===== src/hdl/eprd_pkg.sv =====
// Shared widths, types and register codes for the exclusive prefix rank dot unit.
// Used by eprd_lane, eprd_merge and exclusive_prefix_rank_dot_unit.
package eprd_pkg;

   // Column count fixed by the ports, and the number of columns taking part
   localparam int COLS = 4;
   localparam int RANK = 4;

   // Field and datapath widths
   localparam int VAL_W    = 16;          // Q1.15 factors and the sample
   localparam int WEIGHT_W = 32;          // unsigned Q16.16 weight
   localparam int SUM_W    = 64;          // column sum and row result
   localparam int HALF_W   = 32;          // column sum split point
   localparam int HI_W     = VAL_W + HALF_W;          // v * upper sum half
   localparam int LO_W     = VAL_W + HALF_W + 1;      // v * lower sum half
   localparam int UX_W     = 2 * VAL_W;               // u * x
   localparam int PROD_W   = UX_W + WEIGHT_W + 1;     // u * x * d
   localparam int FRAC_D   = 16;                      // weight fraction bits
   localparam int TERM_W   = 48;                      // term after fraction drop
   localparam int HI_SUM_W = HI_W + 2;                // sum of up to four lanes
   localparam int LO_SUM_W = LO_W + 2;
   localparam int TOT_W    = HI_SUM_W + HALF_W + 1;   // exact dot product
   localparam int FRAC_V   = 15;                      // v fraction bits
   localparam int SHR_W    = TOT_W - FRAC_V;          // dot product, Q.15 fraction dropped

   // Configuration register indexes
   localparam int CSR_IDX_W = 2;
   localparam logic [CSR_IDX_W-1:0] CSR_WEIGHT_0 = 2'd0;
   localparam logic [CSR_IDX_W-1:0] CSR_WEIGHT_1 = 2'd1;
   localparam logic [CSR_IDX_W-1:0] CSR_WEIGHT_2 = 2'd2;
   localparam logic [CSR_IDX_W-1:0] CSR_WEIGHT_3 = 2'd3;

   typedef logic signed [VAL_W-1:0] val_type;
   typedef logic        [WEIGHT_W-1:0] weight_type;
   typedef logic signed [SUM_W-1:0] sum_type;
   typedef logic signed [HI_W-1:0] hi_type;
   typedef logic signed [LO_W-1:0] lo_type;

   // Stage strobes from the sequencer to the lanes and the merge stage
   typedef struct packed {
      logic mul;    // form lane products from the held row
      logic acc;    // weight products, merge dot partials
      logic upd;    // commit column sums and the result
      logic last;   // clear column sums after this row
   } stage_ctrl_type;

endpackage


===== src/hdl/eprd_merge.sv =====
// Merge stage: adds the lane dot partials, recombines the halves, drops the
// v fraction and saturates the row result. Depends on eprd_pkg.
module eprd_merge (
   input  logic                                  clock,
   input  eprd_pkg::stage_ctrl_type              ctrl,
   input  eprd_pkg::hi_type [eprd_pkg::RANK-1:0] vs_hi,
   input  eprd_pkg::lo_type [eprd_pkg::RANK-1:0] vs_lo,
   output eprd_pkg::sum_type                     result,
   output logic                                  result_sat
);

   logic signed [eprd_pkg::HI_SUM_W-1:0] hi_acc;
   logic signed [eprd_pkg::LO_SUM_W-1:0] lo_acc;
   logic signed [eprd_pkg::HI_SUM_W-1:0] hi_sum_ff;
   logic signed [eprd_pkg::LO_SUM_W-1:0] lo_sum_ff;
   logic signed [eprd_pkg::TOT_W-1:0]    total;
   logic signed [eprd_pkg::SHR_W-1:0]    shifted;
   logic                                 fits;

   // Sum the lane partials per half
   always_comb begin
      hi_acc = '0;
      lo_acc = '0;
      for (int j = 0; j < eprd_pkg::RANK; j++) begin
         hi_acc = hi_acc + eprd_pkg::HI_SUM_W'($signed(vs_hi[j]));
         lo_acc = lo_acc + eprd_pkg::LO_SUM_W'($signed(vs_lo[j]));
      end
   end

   always_ff @(posedge clock) begin
      if (ctrl.acc) begin
         hi_sum_ff <= hi_acc;
         lo_sum_ff <= lo_acc;
      end
   end

   // Recombine, floor by the v fraction, clamp to 64 bits
   assign total   = (eprd_pkg::TOT_W'(hi_sum_ff) <<< eprd_pkg::HALF_W)
                  + eprd_pkg::TOT_W'(lo_sum_ff);
   assign shifted = total[eprd_pkg::TOT_W-1:eprd_pkg::FRAC_V];
   assign fits    = (&shifted[eprd_pkg::SHR_W-1:eprd_pkg::SUM_W-1])
                  | ~(|shifted[eprd_pkg::SHR_W-1:eprd_pkg::SUM_W-1]);

   always_comb begin
      if (fits) begin
         result = shifted[eprd_pkg::SUM_W-1:0];
      end else if (shifted[eprd_pkg::SHR_W-1]) begin
         result = {1'b1, {(eprd_pkg::SUM_W-1){1'b0}}};
      end else begin
         result = {1'b0, {(eprd_pkg::SUM_W-1){1'b1}}};
      end
   end

   assign result_sat = ~fits;

endmodule


===== config.mk =====
export PLATFORM = sky130hd
export DESIGN_NAME = eprd_merge
export DESIGN_NICKNAME = d
export VERILOG_FILES = /design/src/hdl/eprd_pkg.sv /design/src/hdl/eprd_merge.sv
export SDC_FILE = /design/constraint.sdc
export NUM_CORES = 1
export LEC_CHECK = 0
export ABC_AREA = 1
export BUFFER_PORTS_ARGS = -buffer_cell sky130_fd_sc_hd__buf_2
export CAP_MARGIN = 5
export CORE_AREA = 2 2 198 181
export DETAILED_ROUTE_END_ITERATION = 16
export DIE_AREA = 0 0 200 183
export GPL_TIMING_DRIVEN = 1
export HOLD_SLACK_MARGIN = 0.02
export PLACE_DENSITY = 0.82
export SLEW_MARGIN = 0
export SYNTH_ARGS = -nofsm -noshare
export SYNTH_HDL_FRONTEND = slang
export SYNTH_SLANG_ARGS = --single-unit

===== constraint.sdc =====
create_clock -name clock -period 8.7 [get_ports clock]
set_input_delay 1.74 -clock clock [delete_from_list [all_inputs] [get_ports clock]]
set_output_delay 1.74 -clock clock [all_outputs]
set_load 0.02 [all_outputs]

==> metrics.md, run 1 <==
| Metric | Value |
|---|---|
| H-tree Lvls | `3` |
| Fmax | `0.1659 GHz` |
| Dpl cell area | `21550 um2` |
| Max-cap violations | `0` |
| Setup Crit Path Kind | `reg2out` |
| Finished Layout Cells | `3698` |
| Asr flop ratio synth | `0%` |
| Relative slew slack | `between 20% and 30%` |
| Clock transition at the registers of the reported paths | `0.07 ns` |
| Pin count of the biggest net entering global routing | `79` |
| Yosys cell types | `44` |
| Initial antenna violation count | `0` |
| Crit end category | `output port` |
| CTS tree | `built` |
| Buffer count from post-CTS setup fixing | `0` |
| DP HPWL | `54040 um` |
| Resize count post-CTS | `0` |
| First-pass GRT wire length | `95430 um` |
| FP Rows | `65` |
| # DRC | `0` |
| Post-Syn Instances | `2768` |
| Total grt overflow | `0` |
| Root Driver | `clkbuf_16` |
| Clk buf depth | `2` |
| Critical path, cell by cell | `buf_4 > ha_1 > nand2_1 > inv_2 > nand2_1 > nor3_2 > nand2_1 > nor2_1 > nand2_1 > nand3_1 > nand2_1 > nand2_1 > nand4_1 > nand3_2 > buf_4 > nand2_1 > buf_2` |
| Pwr dens | `approximately 430 nW/um2` |
| CP top delay family | `simple AND/OR/NAND/NOR gates` |
| Area Overhead vs Synth | `16.46%` |
| Yosys reg bits | `between 80 and 90` |
| Mapped Avg Cell Area | `6.785 um2` |
| Io pins | `~460` |
| Via density | `5.108` |
| Sequential element share of the synthesized area | `13.75%` |
| Worst EP arrival | `4.29 ns` |
| Final Hold Fails | `0` |
| Top cells by area, synth | `fa_1, inv_1, edfxtp_1` |
| Routability Congestion | `just over 1` |
| Cell Area, Synth | `around 19000 um2` |
| Lkg Pwr | `roughly 0.012 uW` |
| WHS Endpoint | `hi_sum_ff[49]$_DFFE_PP_` |
| Die height | `between 150 and 200 um` |
| Initial Utilization | `54.34%` |
| GRT Resource Usage Total | `33.67%` |
| Buffer and inverter count on the worst path | `4` |
| Setup_tns | `0 ns` |
| Crit path time final | `6.028 ns` |
| RSZ-0062 raised after global routing | `no` |
| EDFF count, synth | `86` |
| CP max stage cell | `buf_4` |
| Hold path start | `ctrl[2]` |
| Core ar. | `34560 um2` |
| Worst setup SP type | `flip-flop` |
| Share of cells above drive strength 1 | `about 16%` |
| DR iter-0 viols | `1182` |
| Worst-path maximum fanout | `33` |
| Yosys top cell by area | `fa_1` |
| Leading cell type in the layout, fill and taps excluded | `inv_1` |
| Cell area after layout | `21870 um2` |
| Diodes inserted | `0` |
| Min-Delay Path Class | `in2reg` |
| Outcome | `completed` |
| Buffers on Ports | `454` |
| Max-slew violations | `0` |
| Fin crit share | `69.28%` |
| Worst path most repeated cell | `nand2_1` |
| Endpoints failing setup | `0` |
| Die Wd | `200 um` |
| Worst path max stage delay | `0.49 ns` |
| DP Cell Count | `3682` |
| Vias after detailed routing | `18890` |
| Antenna viol nets, final | `0` |
| Most frequent cells in the layout | `inv_1, nand2_1, buf_2` |
| DRT Wirelength | `60850 um` |
| Avg WL per Cell | `16.45 um` |
| Total CTS buffers | `9` |
| Max VDD drop | `0.2944 mV` |
| Vias in the first global route | `18930` |
| Syn_nets | `3504` |
| Post-cts hold buffer count | `0` |
| Drt pass-1 iters | `6` |
| Ys flop type | `edfxtp_1` |
| Die area | `roughly 37000 um2` |
| Area share of the largest cell type after synthesis | `20.89%` |
| Clock sinks | `86` |
| Yosys warns | `0` |
| Worst slew pin tran | `1.113 ns` |
| Nets | `3960` |
| Hold depth | `1` |
| Critical path required time | `6.96 ns` |
cell families (layout without fill, tap and decap cells):
kind of cell / Yosys count / after routing / share of synthesized area, %
flops: 86 / 86 / 13.75
buf+inv: 816 / 1277 / 16.67
simple gates: 1046 / 1046 / 22.60
compound gates: 358 / 358 / 10.75
xor+xnor: 119 / 119 / 5.549
fa+ha+maj: 343 / 343 / 30.68
stage by stage:
step	total power, uW	setup slack, ns	util [%]	hold slack, ns
6_report	9338	2.672	63.28	1.690
5_1_grt	10140	2.441	63.28	1.690
4_1_cts	9249	2.753	63.28	1.684
3_5_place_dp	8788	2.796	62.36	2.050
3_3_place_gp	8713	2.840	62.36	2.042
2_1_floorplan	6329	3.804	-	1.853
worst max path at each step:
| stage | startpoint | endpoint | slack (ns) | depth (start not counted) |
|---|---|---|---|---|
| floorplan | vs_hi[1] | hi_sum_ff[39]$_DFFE_PP_ | 3.80 | 15 |
| global route | lo_sum_ff[50]$_DFFE_PP_ | result[19] | 2.44 | 17 |
| finish | lo_sum_ff[50]$_DFFE_PP_ | result[20] | 2.67 | 17 |
| global placement | vs_hi[1] | hi_sum_ff[47]$_DFFE_PP_ | 2.84 | 16 |
| CTS | lo_sum_ff[50]$_DFFE_PP_ | result[6] | 2.75 | 17 |
| detailed placement | vs_hi[1] | hi_sum_ff[47]$_DFFE_PP_ | 2.80 | 16 |
cell type report:
cell class / count / area [um2]
clock buffers: 9 / 225.2
repair buffers: 457 / 2297
flip-flops and latches: 86 / 2582
fillers: 3215 / 12690
clock inverters: 7 / 95.09
inverters: 804 / 3018
multi-input cells: 1866 / 13070
well taps: 469 / 586.8
registers in the layout (all words and copies together), names as in the netlist:
register and flops:
hi_sum_ff 50, lo_sum_ff 36
Yosys cell counts, types with 16 or more instances:
| library cell | number |
|---|---|
| a21oi_1 | 164 |
| xnor2_1 | 41 |
| nand2_1 | 639 |
| o21bai_1 | 24 |
| fa_1 | 196 |
| o21ai_0 | 86 |
| a31oi_1 | 32 |
| nand3_1 | 81 |
| a21o_1 | 16 |
| inv_1 | 787 |
| nor3_1 | 24 |
| nor2_1 | 238 |
| edfxtp_1 | 86 |
| nand4_1 | 19 |
| inv_2 | 17 |
| ha_1 | 147 |
| xor2_1 | 78 |
per-layer routing:
| metal | GRT usage [%] | part of all wire (%) | up-vias |
|---|---|---|---|
| met5 | 0 | 0 | - |
| met4 | 11.44 | 3.6 | 0 |
| met3 | 3.531 | 5.5 | 132 |
| met2 | 60.14 | 49 | 721 |
| met1 | 42.33 | 42 | 8752 |
| li1 | - | - | 9286 |
power breakdown:
part | switching [uW] | leakage [uW] | internal [uW]
registers | 107 | 0.000841 | 784
clock network | 180 | 0.000158 | 253
logic | 5520 | 0.0114 | 2500
Power figures use the tool's default switching activity.
==> inputs of run 2 (changes only) <==
CORE_AREA = 2 2 206 188   (was 2 2 198 181)
DIE_AREA = 0 0 208 190   (was 0 0 200 183)
PLACE_DENSITY = 0.8   (was 0.82)
clock period = 4.84 ns   (was 8.7 ns; I/O delays follow)
==> run 2 against run 1 <==
Sequential power up 78%. Global-route usage down 4.5 points. Hold slack worse by 0.71 ns. Design area up 1.6%. Final cell count up 1.6%. Flip-flop and latch count unchanged. Combinational power up 84%. Count of clock-buffer cells in the layout unchanged. Via count down 0.78%. Largest cell class unchanged. Largest power group unchanged.
==> metrics.md, run 2 (same netlist as run 1, synthesis figures left out) <==
| Metric | Value |
|---|---|
| Outcome | `completed` |
| Filler cell count | `3727 (+16%)` |
| Setup Crit Path Kind | `reg2out` |
| Clock power share | `4.4% (-0.2 points)` |
| Multi-input gate area | `13070 um2 (unchanged)` |
| CP max stage cell | `ha_1` |
| Critical path required time | `3.87 ns (-3.09 ns)` |
| Comb power frac | `86.3% (+0.5 points)` |
| Via density | `4.989 (-2.3%)` |
| Crit path launch | `lo_sum_ff[50]$_DFFE_PP_` |
| Most frequent cells in the layout | `inv_1, nand2_1, buf_2` |
| Fin crit share | `92.77%` |
| Final Hold Fails | `0 (unchanged)` |
| Max-slew violations | `0 (unchanged)` |
| First-pass GRT wire length | `91530 um (-4.1%)` |
| Min-Delay Path Class | `in2reg` |
| Routability Congestion | `0.9779 (-4.2%)` |
| Core ar. | `37610 um2 (+8.8%)` |
| Lkg Pwr | `0.01260 uW (+1.6%)` |
| Pwr dens | `766.0 nW/um2 (+79%)` |
| Critical path, cell by cell | `buf_12 > ha_1 > nand2_1 > inv_2 > nand2_1 > nor3_1 > nand2_1 > nor2_1 > nand2_1 > nand4_1 > nand2_1 > nor2_1 > nand2_1 > nand2_4 > buf_12 > nand2_1 > nand2_1 > buf_2` |
| Clock sinks | `86 (unchanged)` |
| Root Driver | `clkbuf_16` |
| Fin Hold WS | `0.9784 ns (-0.7117 ns)` |
| Total grt overflow | `0 (unchanged)` |
| Resize count post-CTS | `0 (unchanged)` |
| Io pins | `458 (unchanged)` |
| Vias in the first global route | `18420 (-2.7%)` |
| Diodes inserted | `0 (unchanged)` |
| Worst EP arrival | `3.52 ns (-0.77 ns)` |
| Worst path most repeated cell | `nand2_1` |
| DP HPWL | `52010 um (-3.7%)` |
| Psw | `10320 uW (+78%)` |
| Worst slew pin tran | `0.9022 ns (-0.2108 ns)` |
| Internal | `6697 uW (+90%)` |
| Die area | `39520 um2 (+8.0%)` |
| FF+latch area | `2582 um2 (unchanged)` |
| Area Overhead vs Synth | `18.31%` |
| FP Rows | `68 (+4.6%)` |
| Dpl cell area | `21910 um2 (+1.7%)` |
| Worst path max stage delay | `0.45 ns (-0.04 ns)` |
| Setup_tns | `0 ns (unchanged)` |
| DRT Wirelength | `58110 um (-4.5%)` |
| Max VDD drop | `0.6321 mV (+110%)` |
| Sequential power share | `9.3% (-0.2 points)` |
| # DRC | `0 (unchanged)` |
| Max-cap violations | `0 (unchanged)` |
| Relative slew slack | `39.85% (+14 points)` |
| H-tree Lvls | `3 (unchanged)` |
| GRT Resource Usage Total | `29.13% (-4.5 points)` |
| Total CTS buffers | `9 (unchanged)` |
| Post-layout util | `59.09% (-4.2 points)` |
| Fmax | `between 0.2 and 0.25 GHz` |
| Leading cell type in the layout, fill and taps excluded | `inv_1` |
| Pin count of the biggest net entering global routing | `64 (-19%)` |
| Placement Setup Slack | `0.3033 ns (-2.493 ns)` |
| Vias after detailed routing | `18740 (-0.78%)` |
| Die height | `190 um (+3.8%)` |
| Biggest register | `hi_sum_ff` |
| Endpoints failing setup | `0 (unchanged)` |
| Initial Utilization | `49.94% (-4.4 points)` |
| Worst-path maximum fanout | `32 (-3.0%)` |
| Crit path time final | `4.490 ns` |
| Largest register FFs | `50 (unchanged)` |
| Die Wd | `208 um (+4.0%)` |
| Initial antenna violation count | `0 (unchanged)` |
| Largest regs | `hi_sum_ff x50, lo_sum_ff x36` |
| Clock transition at the registers of the reported paths | `0.07 ns (about the same)` |
| Antenna viol nets, final | `0 (unchanged)` |
| Hold path start | `vs_hi[144]` |
| CTS tree | `built` |
| CP top delay family | `simple AND/OR/NAND/NOR gates` |
| Buffer count from post-CTS setup fixing | `0 (unchanged)` |
| Cell area after layout | `22220 um2 (+1.6%)` |
| Net Sw Frac | `60.65% (-1.5 points)` |
| Buffers on Ports | `454 (unchanged)` |
| Drt pass-1 iters | `5 (-1)` |
| Crit end category | `output port` |
| Final WS setup | `0.3501 ns (-2.322 ns)` |
| Share of cells above drive strength 1 | `17.05% (+0.98 points)` |
| Avg WL per Cell | `15.47 um (-6.0%)` |
| DR iter-0 viols | `1262 (+6.8%)` |
| Buffer and inverter count on the worst path | `4 (unchanged)` |
| Post-cts hold buffer count | `0 (unchanged)` |
| RSZ-0062 raised after global routing | `no` |
| Nets | `3998 (+0.96%)` |
| Worst setup SP type | `flip-flop` |
| Clk buf depth | `2 (unchanged)` |
run 2: cell types whose count changed in the layout (fill, tap and decap cells not counted):
cell	previous run	this run
inv_8	0	1
buf_12	0	4
inv_6	2	3
bufinv_16	2	1
buf_4	4	38
clkinv_2	1	0
run 2: per-layer routing:
layer	GRT usage [%]	vias up	part of all wire [%]
li1	-	9363	-
met1	36.53	8682	42
met2	52.33	608	49
met3	3.780	90	5.8
met4	8.893	0	2.9
met5	0	-	0
run 2: final timing paths:
path              cells past startpoint  slack, ns                      to
setup / recovery                     18       0.35              result[17]
hold / removal                        2       0.98  hi_sum_ff[0]$_DFFE_PP_
run 2: through the flow:
step	instances	total power (uW)
detailed placement	3741	16110
global placement	3741	16060
global route	3757	18490
floorplan	2768	11380
CTS	3757	16930
finish	3757	17020
run 2: area by class of cell:
class / count / area share, %
Multi-Input combinational cell: 1866 / 58.82
Inverter: 804 / 13.58
Timing Repair Buffer: 495 / 11.85
Sequential cell: 86 / 11.62
Tap cell: 490 / 2.759
Clock buffer: 9 / 1.014
Clock inverter: 7 / 0.3604
run 2: power by group through the flow:
| stage | registers [uW] | logic (uW) | clock network, uW |
|---|---|---|---|
| 6_report | 1590 | 14700 | 746 |
| 5_1_grt | 1620 | 16100 | 783 |
| 2_1_floorplan | 1520 | 9850 | 0 |
| 3_3_place_gp | 1610 | 14500 | 0 |
| 3_5_place_dp | 1610 | 14500 | 0 |
| 4_1_cts | 1600 | 14600 | 757 |
==> inputs of run 3 (changes only) <==
CELL_PAD_IN_SITES_DETAIL_PLACEMENT = 0   (was default)
CELL_PAD_IN_SITES_GLOBAL_PLACEMENT = 1   (was default)
CORE_AREA = 5 5 285 259   (was 2 2 206 188)
DIE_AREA = 0 0 290 264   (was 0 0 208 190)
PLACE_DENSITY = 0.64   (was 0.8)
==> run 3 against run 2 <==
Global-route usage is 12 points lower. Sequential share of layout area decreased by 0.34 points. Setup slack worse by 0.00081 ns. Flip-flop and latch count stayed put. First-iteration DRC count shrank 37%. Total power rose by 3.1%. Design area increased by 3.0%. Highest routed layer is now met5. Count of clock-buffer cells in the layout rose by 1. Non-clock buffer count up 15. Clock power increased by 3%. Hold slack worse by 0.032 ns.
==> metrics.md, run 3 (same netlist as run 1, synthesis figures left out) <==
| Metric | Value |
|---|---|
| Buffer and inverter count on the worst path | `4 (unchanged)` |
| Dpl cell area | `22590 um2 (+3.1%)` |
| CP top delay family | `simple AND/OR/NAND/NOR gates` |
| Root Driver | `clkbuf_16` |
| Min-Delay Path Class | `in2reg` |
| Leading cell type in the layout, fill and taps excluded | `inv_1` |
| Setup_tns | `0 ns (unchanged)` |
| Total CTS buffers | `9 (unchanged)` |
| Core ar. | `70750 um2 (+88%)` |
| Worst path most repeated cell | `nand2_1` |
| Total grt overflow | `0 (unchanged)` |
| Routability Congestion | `0.8971 (-8.3%)` |
| Initial Utilization | `26.55% (-23 points)` |
| Cell area after layout | `22900 um2 (+3.0%)` |
| Clock sinks | `86 (unchanged)` |
| Post-layout util | `32.36% (-27 points)` |
| Max-cap violations | `0 (unchanged)` |
| DP HPWL | `61260 um (+18%)` |
| Endpoints failing setup | `0 (unchanged)` |
| Worst setup SP type | `flip-flop` |
| Die area | `76560 um2 (+94%)` |
| Largest register FFs | `50 (unchanged)` |
| Final WS setup | `0.3493 ns (-0.0008070 ns)` |
| Lkg Pwr | `0.01267 uW (+0.54%)` |
| Crit path time final | `4.491 ns (+0.0008070 ns)` |
| Critical path, cell by cell | `buf_12 > ha_1 > nand2_1 > inv_2 > nand2_1 > nor3_2 > nand2_1 > nor2_1 > nand2_1 > nand4_1 > nand2_1 > nor2_1 > nand2_1 > nand2_4 > buf_4 > nand2_1 > nand2_1 > buf_2` |
| Clk buf depth | `2 (unchanged)` |
| Biggest register | `hi_sum_ff` |
| Outcome | `completed` |
| Clock transition at the registers of the reported paths | `0.06 ns (about the same)` |
| Vias in the first global route | `18980 (+3.0%)` |
| Io pins | `458 (unchanged)` |
| GRT Resource Usage Total | `17.13% (-12 points)` |
| FP Rows | `93 (+37%)` |
| # DRC | `0 (unchanged)` |
| Hold path start | `vs_hi[144]` |
| Pwr dens | `766.4 nW/um2 (about the same)` |
| Antenna viol nets, final | `0 (unchanged)` |
| Critical path required time | `3.87 ns (about the same)` |
| First-pass GRT wire length | `103700 um (+13%)` |
| Avg WL per Cell | `15.81 um (+2.2%)` |
| Pin count of the biggest net entering global routing | `71 (+11%)` |
| Max VDD drop | `0.4410 mV (-30%)` |
| Worst path max stage delay | `0.44 ns (about the same)` |
| CP max stage cell | `ha_1` |
| Die height | `264 um (+39%)` |
| Worst slew pin tran | `1.048 ns (+0.1454 ns)` |
| Nets | `4013 (+0.38%)` |
| Crit path launch | `lo_sum_ff[50]$_DFFE_PP_` |
| Setup Crit Path Kind | `reg2out` |
| DRT Wirelength | `66880 um (+15%)` |
| Crit end category | `output port` |
| Die Wd | `290 um (+39%)` |
| CTS tree | `built` |
| Via density | `4.241 (-15%)` |
| H-tree Lvls | `3 (unchanged)` |
| Relative slew slack | `30.16% (-9.7 points)` |
| Fmax | `0.2227 GHz (about the same)` |
| Vias after detailed routing | `17940 (-4.3%)` |
| Fin crit share | `92.78% (about the same)` |
| Setup crit end | `result[9]` |
| Fin Hold WS | `0.9462 ns (-0.03220 ns)` |
| Final Hold Fails | `0 (unchanged)` |
| RSZ-0062 raised after global routing | `no` |
| Placement Setup Slack | `0.2999 ns (-0.003379 ns)` |
| Worst-path maximum fanout | `32 (unchanged)` |
| Share of cells above drive strength 1 | `17.38% (+0.33 points)` |
| Buffers on Ports | `454 (unchanged)` |
| Most frequent cells in the layout | `inv_1, nand2_1, buf_2` |
| Worst EP arrival | `3.52 ns (about the same)` |
| Area Overhead vs Synth | `21.91%` |
| Drt pass-1 iters | `5 (unchanged)` |
| Max-slew violations | `0 (unchanged)` |
| Initial antenna violation count | `1 (+1)` |
| Diodes inserted | `0 (unchanged)` |
| Worst path depth | `18 (unchanged)` |
| Largest regs | `hi_sum_ff x50, lo_sum_ff x36` |
| DR iter-0 viols | `797 (-37%)` |
[run 3: final cells by class]
cell class | instances | area (um2)
clock buffer | 10 | 229.0
clock inverter | 4 | 73.82
fill | 8125 | 47850
inverter | 804 | 3018
multi-input combinational | 1866 | 13070
sequential | 86 | 2582
tap | 950 | 1189
timing repair buffer | 510 | 2736
[run 3: timing repair]
item	in CTS	in global routing
hold buffers	0	0
buffers inserted	0	0
gates resized for setup	0	1
endpoints found under the setup margin	0	2
[run 3: power breakdown]
group	internal, uW	switching [uW]	total (uW)	leakage, uW
registers	1410	204	1610	0.000841
logic	5000	10200	15200	0.0117
clock network	447	319	766	0.000148
[run 3: per-layer routing]
layer	GRT usage [%]	wire [um]	vias to the layer above
li1	-	-	9394
met1	21.86	29350	8152
met2	30.85	33300	354
met3	3.161	3269	39
met4	2.647	952	2
met5	0	13	-
[run 3: worst min-delay path by stage]
stage                                        end  slack, ns  cells past startpoint
after floorplan           hi_sum_ff[0]$_DFFE_PP_       1.08                      0
after global placement    hi_sum_ff[0]$_DFFE_PP_       1.36                      2
after detailed placement  hi_sum_ff[0]$_DFFE_PP_       1.37                      2
after CTS                 hi_sum_ff[0]$_DFFE_PP_       0.96                      2
after global routing      hi_sum_ff[0]$_DFFE_PP_       0.95                      2
final                     hi_sum_ff[0]$_DFFE_PP_       0.95                      2
[run 3: metrics by stage]
step | cells | total power (uW)
after global placement | 4216 | 17040
after floorplan | 2768 | 11380
final | 4230 | 17550
after global routing | 4230 | 19410
after detailed placement | 4216 | 16980
after CTS | 4230 | 17840
